===== config.mk =====
export PLATFORM = sky130hd
export DESIGN_NAME = svm_ram
export DESIGN_NICKNAME = d
export VERILOG_FILES = /design/src/sv/svm_pkg.sv /design/src/sv/svm_ram.sv
export SDC_FILE = /design/constraint.sdc
export NUM_CORES = 2
export LEC_CHECK = 0
export ABC_AREA = 0
export BUFFER_PORTS_ARGS = -buffer_cell sky130_fd_sc_hd__clkbuf_2
export CAP_MARGIN = 20
export CORE_MARGIN = 2
export CORE_UTILIZATION = 63
export CTS_CLUSTER_SIZE = 30
export DETAILED_ROUTE_END_ITERATION = 16
export PLACE_DENSITY = 0.79
export SETUP_SLACK_MARGIN = 0.02
export SKIP_LAST_GASP = 1
export SLEW_MARGIN = 20
export SYNTH_ARGS = -nofsm -noshare
export SYNTH_HDL_FRONTEND = slang
export SYNTH_SLANG_ARGS = --single-unit

===== constraint.sdc =====
create_clock -name i_clk -period 2.41 [get_ports i_clk]
set_clock_uncertainty 0.1 [all_clocks]
set_input_delay 0 -clock i_clk [delete_from_list [all_inputs] [get_ports i_clk]]
set_output_delay 0 -clock i_clk [all_outputs]
set_load 0.02 [all_outputs]

===== src/sv/svm_pkg.sv =====
// svm_pkg: shared types and constants of the sample voice mixer.
// No dependencies; imported by every module of the block.
`default_nettype none
package svm_pkg;

    typedef enum logic [1:0] {
        ACT_WRITE = 2'd0,
        ACT_START = 2'd1,
        ACT_STOP  = 2'd2,
        ACT_FRAME = 2'd3
    } t_action;

    typedef enum logic [2:0] {
        S_IDLE,
        S_VREAD,
        S_CHECK,
        S_FETCH,
        S_MIX,
        S_WBACK,
        S_DONE
    } t_state;

    // Per-voice settings as held in the voice memory.
    typedef struct packed {
        logic [12:0]        base;
        logic [13:0]        frames;
        logic               stereo;
        logic               wide;
        logic [6:0]         volume;
        logic [19:0]        step_raw;
        logic signed [9:0]  balance;
        logic [7:0]         loop_times;
    } t_settings;

    // Sideband that follows one channel through the arithmetic pipeline.
    typedef struct packed {
        logic valid;
        logic right;
    } t_mix_tag;

    localparam int C_SET_W     = $bits(t_settings);
    localparam int C_GAIN_W    = 22;
    localparam int C_MAG_SHIFT = 27;
    localparam int C_RECIP_W   = 26;
    localparam int C_RECIP_SH  = 35;
    // ceil(2^35 / 625): exact quotient for dividends below 2^26.
    localparam logic [C_RECIP_W-1:0] C_RECIP = 26'd54975582;
    localparam logic [6:0] C_VOL_MAX = 7'd100;
    localparam logic signed [9:0] C_BAL_MAX = 10'sd256;
    localparam logic signed [9:0] C_BAL_MIN = -10'sd256;
    localparam int C_BYTES_PER_VOICE = 8;

endpackage
`default_nettype wire


===== src/sv/svm_ram.sv =====
// svm_ram: simple dual-port synchronous RAM, one write and one registered read.
// Uses svm_pkg only by convention; holds sample bytes or voice state.
`default_nettype none
module svm_ram
    import svm_pkg::*;
#(
    parameter int DEPTH = 256,
    parameter int WIDTH = 8,
    localparam int AW   = (DEPTH > 1) ? $clog2(DEPTH) : 1
) (
    input  wire logic             i_clk,
    input  wire logic             i_we,
    input  wire logic [AW-1:0]    i_waddr,
    input  wire logic [WIDTH-1:0] i_wdata,
    input  wire logic [AW-1:0]    i_raddr,
    output logic      [WIDTH-1:0] o_rdata
);

    logic [WIDTH-1:0] mem [DEPTH];

    always_ff @(posedge i_clk) begin
        if (i_we) begin
            mem[i_waddr] <= i_wdata;
        end
        o_rdata <= mem[i_raddr];
    end

endmodule
`default_nettype wire


==> results_dict.tcl <==
set metrics [dict create \
    synth_xor_area_share_pct 0 \
    synth.top_cell.area_share_pct 77.3 \
    mostFrequentLayoutCell "edfxtp_1" \
    rsz0062_at_grt "true" \
    maxSlewHeadroom_pct 33.1 \
    grt_pass1_wl_mm 301 \
    post_cts_buffers 0 \
    synth_fa_ha_area_share_pct 0 \
    path_clk_slew_ps 60 \
    dp_hpwl_mm 123 \
    synth.area.top_cells "edfxtp_1, mux4_2, mux2i_1, nor2_1, a22oi_1" \
    ant_nets 0 \
    synth_top_family_by_area "multiplexers" \
    yosys.area_share.simple_pct 2.63 \
    worstSkewPairLatency_ps 850 \
    nets 4396 \
    cts_tree "yes" \
    finalCriticalPeriod_ps 2500 \
    fill_cells 6350 \
    r2r_start "mem[202][7]" \
    synthArstFlopShare_pct 0 \
    cp-end-kind "register" \
    yosys_warnings 0 \
    status "complete, but fails checks" \
    synth_edf_count 2048 \
    clock-root-buffer "clkbuf_16" \
    cts_max_level 4 \
    hold_path_class "in2reg" \
    io_pins 34 \
    synth_mux_area_share_pct 14.6 \
    path_cells "mux4_2, a22oi_1, a21oi_1, nor4_1, buf_4, nor4_2" \
    hold_viol 0 \
    fp.coreArea_sq_um 125000 \
    start_util_pct 63.4 \
    finalSetupViolCount 2 \
    grt_max_degree 102 \
    ys_seq_elements 2056 \
    drive_gt1_share_pct 31.5 \
    synthToLayoutAreaGrowth_pct 16.5 \
    grt_pass1_vias 43800 \
    fin_crit_sh_pct 104 \
    drc 0 \
    die_x_microns 359 \
    wl_per_cell_microns 33.7 \
    syn_area_per_cell_sq_um 21.3 \
    arrival_ps 3110 \
    max_stage_delay_ps 520 \
    layout_setup_ws_ps -92.2 \
    cp_slowest_cell "mux4_2" \
    synth_ff_type "edfxtp_1" \
    synth-compound-area-share_pct 3.42 \
    synth_area_sq_um 79600 \
    worst_setup_path_start_kind "register" \
    antenna_found_initial 9 \
    whs_ps 97.0 \
    hold_depth 7 \
    drv_cap 0 \
    p_leak_nw 30.0 \
    synth_cell_type_count 55 \
    required_ps 3010 \
    portBuffers 33 \
    final_cell_mix "edfxtp_1, buf_4, mux4_2, nor2_1, clkbuf_16" \
    vias_per_cell 7.01 \
    worstPathMaxFanout 1 \
    synthCells 3733 \
    ir_drop_mv 0.862 \
    reg2reg_depth 6 \
    drt_wl_total_mm 208 \
    grt_use_total_pct 32.6 \
    die_h_microns 359 \
    syn_nets 3759 \
    dr.pass1.iters 8 \
    drv_slew 0 \
    cts_buffer_depth 3 \
    worst_r2r_endpoint "o_rdata[7]" \
    crit_type "reg2reg" \
    num_vias 43300 \
    cts_buffers 191 \
    die-area_sq_um 129000 \
    drt_iter0_markers 7141 \
    grt_overflow_total 0 \
    rows 130 \
    violations "setup timing" \
    yosysTopAreaCell "edfxtp_1" \
    r2r_slack_ps -90 \
    numClockSinks 2056 \
    tns_ps -109 \
    hold_path_end "o_rdata[3]" \
    gp_congestion 0.862 \
    dp_slack_ps -635 \
    min_from "i_raddr[6]" \
    p_per_area_nw_per_um2 797 \
    synth-seq-area-share_pct 77.5 \
    max_freq_mhz 400 \
    tightest_slew_ps 1000 \
]
cell families after synthesis:
| kind of cell | count (synthesis) |
|---|---|
| flip-flops | 2056 |
| AND/OR/NAND/NOR | 466 |
| multiplexers | 591 |
| buffers and inverters | 235 |
| AO/OA/AOI/OAI | 385 |
power breakdown:
group / internal [mW] / switching [mW] / leakage [nW]
registers: 39.4 / 0.0945 / 18.5
logic: 1.62 / 2.56 / 8.56
clock network: 17.1 / 13.1 / 3.02
total: 58.1 / 15.7 / 30.0
worst max-delay path, delay by kind of cell (launching register included):
kind                   cells  cell delay, ps
AOI/OAI and AO/OA          2             560
buffers and inverters      1             240
DFF                        1             390
muxes                      1             520
and+or+nand+nor            2             570
cells in the mapped netlist (3+ instances only):
cell type / number
edfxtp_1: 2048
mux4_2: 454
nor2_1: 282
mux2i_1: 134
a22oi_1: 133
clkbuf_1: 111
a21oi_1: 96
o221ai_1: 46
nand3_1: 34
nand2_1: 33
buf_2: 31
nor2b_1: 31
o22ai_1: 28
buf_4: 27
nor4_1: 24
buf_1: 22
nor3_1: 22
buf_6: 21
a211oi_1: 16
a221oi_1: 13
buf_8: 13
nand4_1: 10
o211ai_1: 10
o21ai_0: 10
a22o_1: 8
buf_12: 8
dfxtp_1: 8
nand2b_1: 8
and2_1: 6
o22a_1: 5
o32ai_1: 4
or2_2: 4
nor4_2: 3
state kept, by name (all words and copies together) (netlist names):
name and cells:
mem 2048, o_rdata 8
per-stage QoR:
stage	power (mW)	cells	cell area [sq um]	util (%)
6_report	73.9	6184	92700	73.9
5_1_grt	75.3	6181	92600	73.9
4_1_cts	73.8	6180	92500	73.8
3_3_place_gp	44.1	5807	86000	68.6
3_5_place_dp	44.2	5807	86000	68.6
2_1_floorplan	42.2	3733	79600	-
how the worst max path moves through the flow:
stage                startpoint          to  slack (ps)
global placement     i_raddr[0]  o_rdata[1]        -640
global route        mem[136][7]  o_rdata[7]         -10
finish              mem[202][7]  o_rdata[7]         -90
floorplan            i_raddr[0]  o_rdata[2]         370
detailed placement   i_raddr[0]  o_rdata[2]        -630
CTS                 mem[138][7]  o_rdata[7]        -110
timing repair:
item / in CTS / in global routing
pin swaps: 3 / 10
resized for setup: 19 / 26
hold buffers: 21 / 0
hold endpoints to repair: 2221 / 0
setup endpoints to repair: 7 / 7
area by class of cell:
class / count / area [sq um] / share of cell area (%)
Tap cell: 1650 / 2060 / 2.23
Timing Repair Buffer: 677 / 5970 / 6.45
Clock buffer: 239 / 5010 / 5.41
Antenna cell: 5 / 12.5 / 0.0135
Inverter: 2 / 7.51 / 0.00810
Multi-Input combinational cell: 1442 / 16700 / 18.1
Sequential cell: 2056 / 61700 / 66.6
Clock inverter: 113 / 1180 / 1.28
layer usage:
layer	GRT usage (%)	share of wire, %	vias to the layer above
met4	14.6	4.9	4
met2	51.5	49	3561
met5	0	0.012	-
li1	-	-	17000
met3	8.19	13	612
met1	43.6	33	22200
(Power assumes the default switching activity.)
