<file path="src/sv/svm_pkg.sv">
// svm_pkg: shared types and constants of the sample voice mixer.
// No dependencies; imported by every module of the block.
`default_nettype none
package svm_pkg;

    typedef enum logic [1:0] {
        ACT_WRITE = 2'd0,
        ACT_START = 2'd1,
        ACT_STOP  = 2'd2,
        ACT_FRAME = 2'd3
    } t_action;

    typedef enum logic [2:0] {
        S_IDLE,
        S_VREAD,
        S_CHECK,
        S_FETCH,
        S_MIX,
        S_WBACK,
        S_DONE
    } t_state;

    // Per-voice settings as held in the voice memory.
    typedef struct packed {
        logic [12:0]        base;
        logic [13:0]        frames;
        logic               stereo;
        logic               wide;
        logic [6:0]         volume;
        logic [19:0]        step_raw;
        logic signed [9:0]  balance;
        logic [7:0]         loop_times;
    } t_settings;

    // Sideband that follows one channel through the arithmetic pipeline.
    typedef struct packed {
        logic valid;
        logic right;
    } t_mix_tag;

    localparam int C_SET_W     = $bits(t_settings);
    localparam int C_GAIN_W    = 22;
    localparam int C_MAG_SHIFT = 27;
    localparam int C_RECIP_W   = 26;
    localparam int C_RECIP_SH  = 35;
    // ceil(2^35 / 625): exact quotient for dividends below 2^26.
    localparam logic [C_RECIP_W-1:0] C_RECIP = 26'd54975582;
    localparam logic [6:0] C_VOL_MAX = 7'd100;
    localparam logic signed [9:0] C_BAL_MAX = 10'sd256;
    localparam logic signed [9:0] C_BAL_MIN = -10'sd256;
    localparam int C_BYTES_PER_VOICE = 8;

endpackage
`default_nettype wire

</file>
<file path="src/sv/svm_dsp.sv">
// svm_dsp: five-stage pipeline for one channel: interpolate, apply gain,
// scale and truncate toward zero. Depends on svm_pkg.
`default_nettype none
module svm_dsp
    import svm_pkg::*;
#(
    parameter int FRAC_BITS = 16
) (
    input  wire logic                  i_clk,
    input  wire logic                  i_rst_n,
    input  wire t_mix_tag              i_tag,
    input  wire logic signed [15:0]    i_a,
    input  wire logic signed [15:0]    i_b,
    input  wire logic [FRAC_BITS-1:0]  i_frac,
    input  wire logic [C_GAIN_W-1:0]   i_gain,
    output t_mix_tag                   o_tag,
    output logic signed [15:0]         o_value
);

    localparam int P1W = 18 + FRAC_BITS;
    localparam int P2W = 16 + C_GAIN_W + 1;
    localparam int NW  = P2W + 15;

    t_mix_tag r_tag1, r_tag2, r_tag3, r_tag4;
    logic signed [P1W-1:0]    r_p1;
    logic signed [15:0]       r_a1;
    logic [C_GAIN_W-1:0]      r_g1;
    logic signed [P2W-1:0]    r_p2;
    logic [C_RECIP_W-1:0]     r_u3;
    logic                     r_neg3, r_neg4;
    logic [15:0]              r_q4;

    logic signed [16:0]       diff;
    logic signed [P1W-1:0]    p1;
    logic signed [P1W-1:0]    lerp_sum;
    logic signed [15:0]       x;
    logic signed [P2W-1:0]    p2;
    logic signed [NW-1:0]     n_scaled;
    logic [NW-1:0]            mag;
    logic [2*C_RECIP_W-1:0]   q;

    always_comb begin
        diff     = {i_b[15], i_b} - {i_a[15], i_a};
        p1       = P1W'(diff * $signed({1'b0, i_frac}));
        // a + floor((b - a) * f / 2^F) is the floor of the weighted sum
        lerp_sum = P1W'(r_a1) + (r_p1 >>> FRAC_BITS);
        x        = lerp_sum[15:0];
        p2       = P2W'(x * $signed({1'b0, r_g1}));
        n_scaled = (NW'(r_p2) <<< 15) - NW'(r_p2);
        mag      = n_scaled[NW-1] ? NW'(-n_scaled) : NW'(n_scaled);
        q        = r_u3 * C_RECIP;
    end

    always_ff @(posedge i_clk) begin
        if (!i_rst_n) begin
            r_tag1 <= '0;
            r_tag2 <= '0;
            r_tag3 <= '0;
            r_tag4 <= '0;
            o_tag  <= '0;
        end else begin
            r_tag1 <= i_tag;
            r_tag2 <= r_tag1;
            r_tag3 <= r_tag2;
            r_tag4 <= r_tag3;
            o_tag  <= r_tag4;
        end
        r_p1    <= p1;
        r_a1    <= i_a;
        r_g1    <= i_gain;
        r_p2    <= p2;
        r_u3    <= mag[C_MAG_SHIFT +: C_RECIP_W];
        r_neg3  <= n_scaled[NW-1];
        r_q4    <= q[C_RECIP_SH +: 16];
        r_neg4  <= r_neg3;
        o_value <= r_neg4 ? -$signed(r_q4) : $signed(r_q4);
    end

endmodule
`default_nettype wire

</file>
<file path="config.mk">
export PLATFORM = sky130hd
export DESIGN_NAME = svm_dsp
export DESIGN_NICKNAME = d
export VERILOG_FILES = /design/src/sv/svm_pkg.sv /design/src/sv/svm_dsp.sv
export SDC_FILE = /design/constraint.sdc
export NUM_CORES = 2
export LEC_CHECK = 0
export BUFFER_PORTS_ARGS = -buffer_cell sky130_fd_sc_hd__buf_4
export CELL_PAD_IN_SITES_DETAIL_PLACEMENT = 1
export CELL_PAD_IN_SITES_GLOBAL_PLACEMENT = 2
export CORE_ASPECT_RATIO = 1.75
export CORE_MARGIN = 2
export CORE_UTILIZATION = 39
export DETAILED_ROUTE_END_ITERATION = 12
export PLACE_DENSITY_LB_ADDON = 0.1
export SYNTH_ARGS = -nofsm -noshare
export SYNTH_HDL_FRONTEND = slang
export SYNTH_SLANG_ARGS = --single-unit
</file>
<file path="constraint.sdc">
create_clock -name i_clk -period 10.12 [get_ports i_clk]
set_input_delay 1.518 -clock i_clk [delete_from_list [all_inputs] [get_ports i_clk]]
set_output_delay 1.518 -clock i_clk [all_outputs]
set_load 0.01 [all_outputs]
</file>
==> reports/metrics.csv <==
metric,value,unit
outcome,"finished, final reports clean",
"Core Util, Final",42.8,%
Ports,92,
DP Worst Slack,-324,ps
count of pins over their slew limit,0,
die area,109000,um2
DP Area,44100,um2
first-pass GRT wire length,200000,um
diode count,0,
"top cells by area, synth","fa_1, ha_1, inv_1",
Slew HR,26.2,%
"most common cell after layout, fill and taps aside",inv_1,
setup ws final,587,ps
worst hold path endpoint,r_neg4,
hold path cells,0,
clock buffer depth,2,
Min Hold Slack,332,ps
WS Path Type,register to register,
TritonRoute pass-1 iters,5,
Via Count,29900,
Die Y,434,um
"commonest non-fill, non-tap cells in the layout","inv_1, fa_1, ha_1",
worst reg2reg path startpoint,r_p1[17],
drt drc,0,
Hold Crit Class,register to register,
Final Hold Fails,0,
Initial Util,39.4,%
die width,250,um
Mapped Cells,4507,
initial antenna violation count,2,
register area share after synthesis,7.91,%
slowest CP cell,nand3_1,
maxcap violations,0,
port bufs,91,
Worst Min Path Start,r_neg3,
"EDFF count, synth",0,
synthesized area,41300,um2
Post-CTS Hold Fix Bufs,0,
biggest area consumer among synthesized cells,fa_1,
routed wire length,127000,um
"Net count, final",6057,
Worst-Margin Slew,1100,ps
Worst Skew,17.9,ps
clk sinks,163,
core area,105000,um2
DR iter-0 viols,892,
Reg2Reg Setup Slack,590,ps
delay of the slowest critical-path stage,560,ps
Yosys cell types,89,
root buffer cell,clkbuf_16,
crit start category,register,
grt ovf,0,
Fmax,105,MHz
fraction of layout cells with a size suffix above 1,6.38,%
endpoints failing setup,0,
syn nets,5951,
main flop type after synthesis,dfxtp_1,
gr usage total,24.6,%
Synth top area share,40.4,%
Critical Path RT,10520,ps
largest net degree at the start of global routing,23,
clock insertion delay at the later pin of the skew report,530,ps
CP max FO,9,
"Async S/R FF share, synth",0,%
Ys Warns,0,
vias in the first global route,35200,
vias per cell,5.01,
FF-to-FF path depth,36,
H-tree depth,4,
Antenna Violating Nets Remaining,0,
CTS tree,yes,
Tcrit/Tclk final,94.2,%
CP arrival,9930,ps
Synth-to-Final Area Change,8.56,%
Final HPWL DP,110000,um
Placer Congestion,0.946,
Finished Cell Area,44800,um2
Reg2Reg Capture Point,r_p2[38],
clk slew on worst S/H paths,70,ps
Std-Cell Rows,157,
routed len/inst,21.2,um
post-route minimum period,9530,ps
Post-Syn Area per Cell,9.15,um2
CTS Buf Count,17,
"FF+latch count, synth",163,
Crit. End Element,register,
==> how the worst max path moves through the flow <==
stage | start | end | slack (ps) | cells past startpoint
2_1_floorplan | i_a[1] | r_p1[31] | 290 | 37
3_3_place_gp | i_b[0] | r_p1[31] | -190 | 42
3_5_place_dp | i_b[0] | r_p1[31] | -320 | 42
4_1_cts | i_b[0] | r_p1[31] | 160 | 42
5_1_grt | i_b[0] | r_p1[31] | -6 | 42
6_report | r_p1[17] | r_p2[38] | 590 | 36
==> worst max-delay path, delay by kind of cell (launching register included) <==
family / cells / cell delay (ps)
fa+ha+maj: 8 / 3400
compound gates: 20 / 4150
xor+xnor: 1 / 110
simple gates: 3 / 760
flops: 1 / 320
buf+inv: 4 / 680
==> Yosys cell counts (50+ instances only) <==
master    instances
o21ai_0          62
inv_1          1203
and2_1          229
ha_1            538
a21oi_1         112
dfxtp_1         163
clkbuf_1        111
xor2_1           50
xnor2_1         109
nand2_1         416
fa_1            832
nand3_1          56
a21o_1           56
nor2_1          119
==> layout make-up <==
type                       count  area, um2
fill                       12200      59900
multi-input combinational   3022      33200
inverter                    1203       4520
sequential                   163       3260
tap                         1351       1690
timing repair buffer         206       1570
clock buffer                  19        443
clock inverter                13        145
==> per-layer routing <==
metal / vias to the layer above / wire, um / global-route usage [%]
li1: 13900 / - / -
met1: 15500 / 44400 / 24.4
met2: 336 / 73900 / 50.9
met3: 188 / 1800 / 1.82
met4: 2 / 6630 / 11.6
met5: - / 16 / 0
==> kinds of logic (layout without fill, tap and decap cells) <==
logic type,Yosys count,after routing,share of synthesized area (%)
and+or+nand+nor,1075,1075,13.1
xor gates and xnor gates,159,159,3.38
DFF,163,163,7.91
adders and majority gates,1370,1370,56.7
muxes,4,4,0.100
AOI/OAI and AO/OA,414,414,6.75
buffers and inverters,1322,1441,12.1
==> through the flow <==
step,instances,setup TNS [ps]
2_1_floorplan,4507,0
3_3_place_gp,5942,-254
3_5_place_dp,5942,-521
4_1_cts,5974,0
5_1_grt,5977,-6.15
6_report,5977,0
==> registers in the layout, summed over array words and instances, names as in the netlist, 16 cells and up <==
register and cells:
r_p2 39, r_u3 26, r_g1 22, o_value 16, r_a1 16, r_p1 16, r_q4 16
==> timing repair <==
action                                  in CTS  in global routing
setup buffers                                0                  3
resized for setup                            0                 20
endpoints found under the setup margin       0                 14
Power is left out: the tool's default activity adds up to more than one toggle a clock period on the data nets, which glitch-free logic cannot reach.
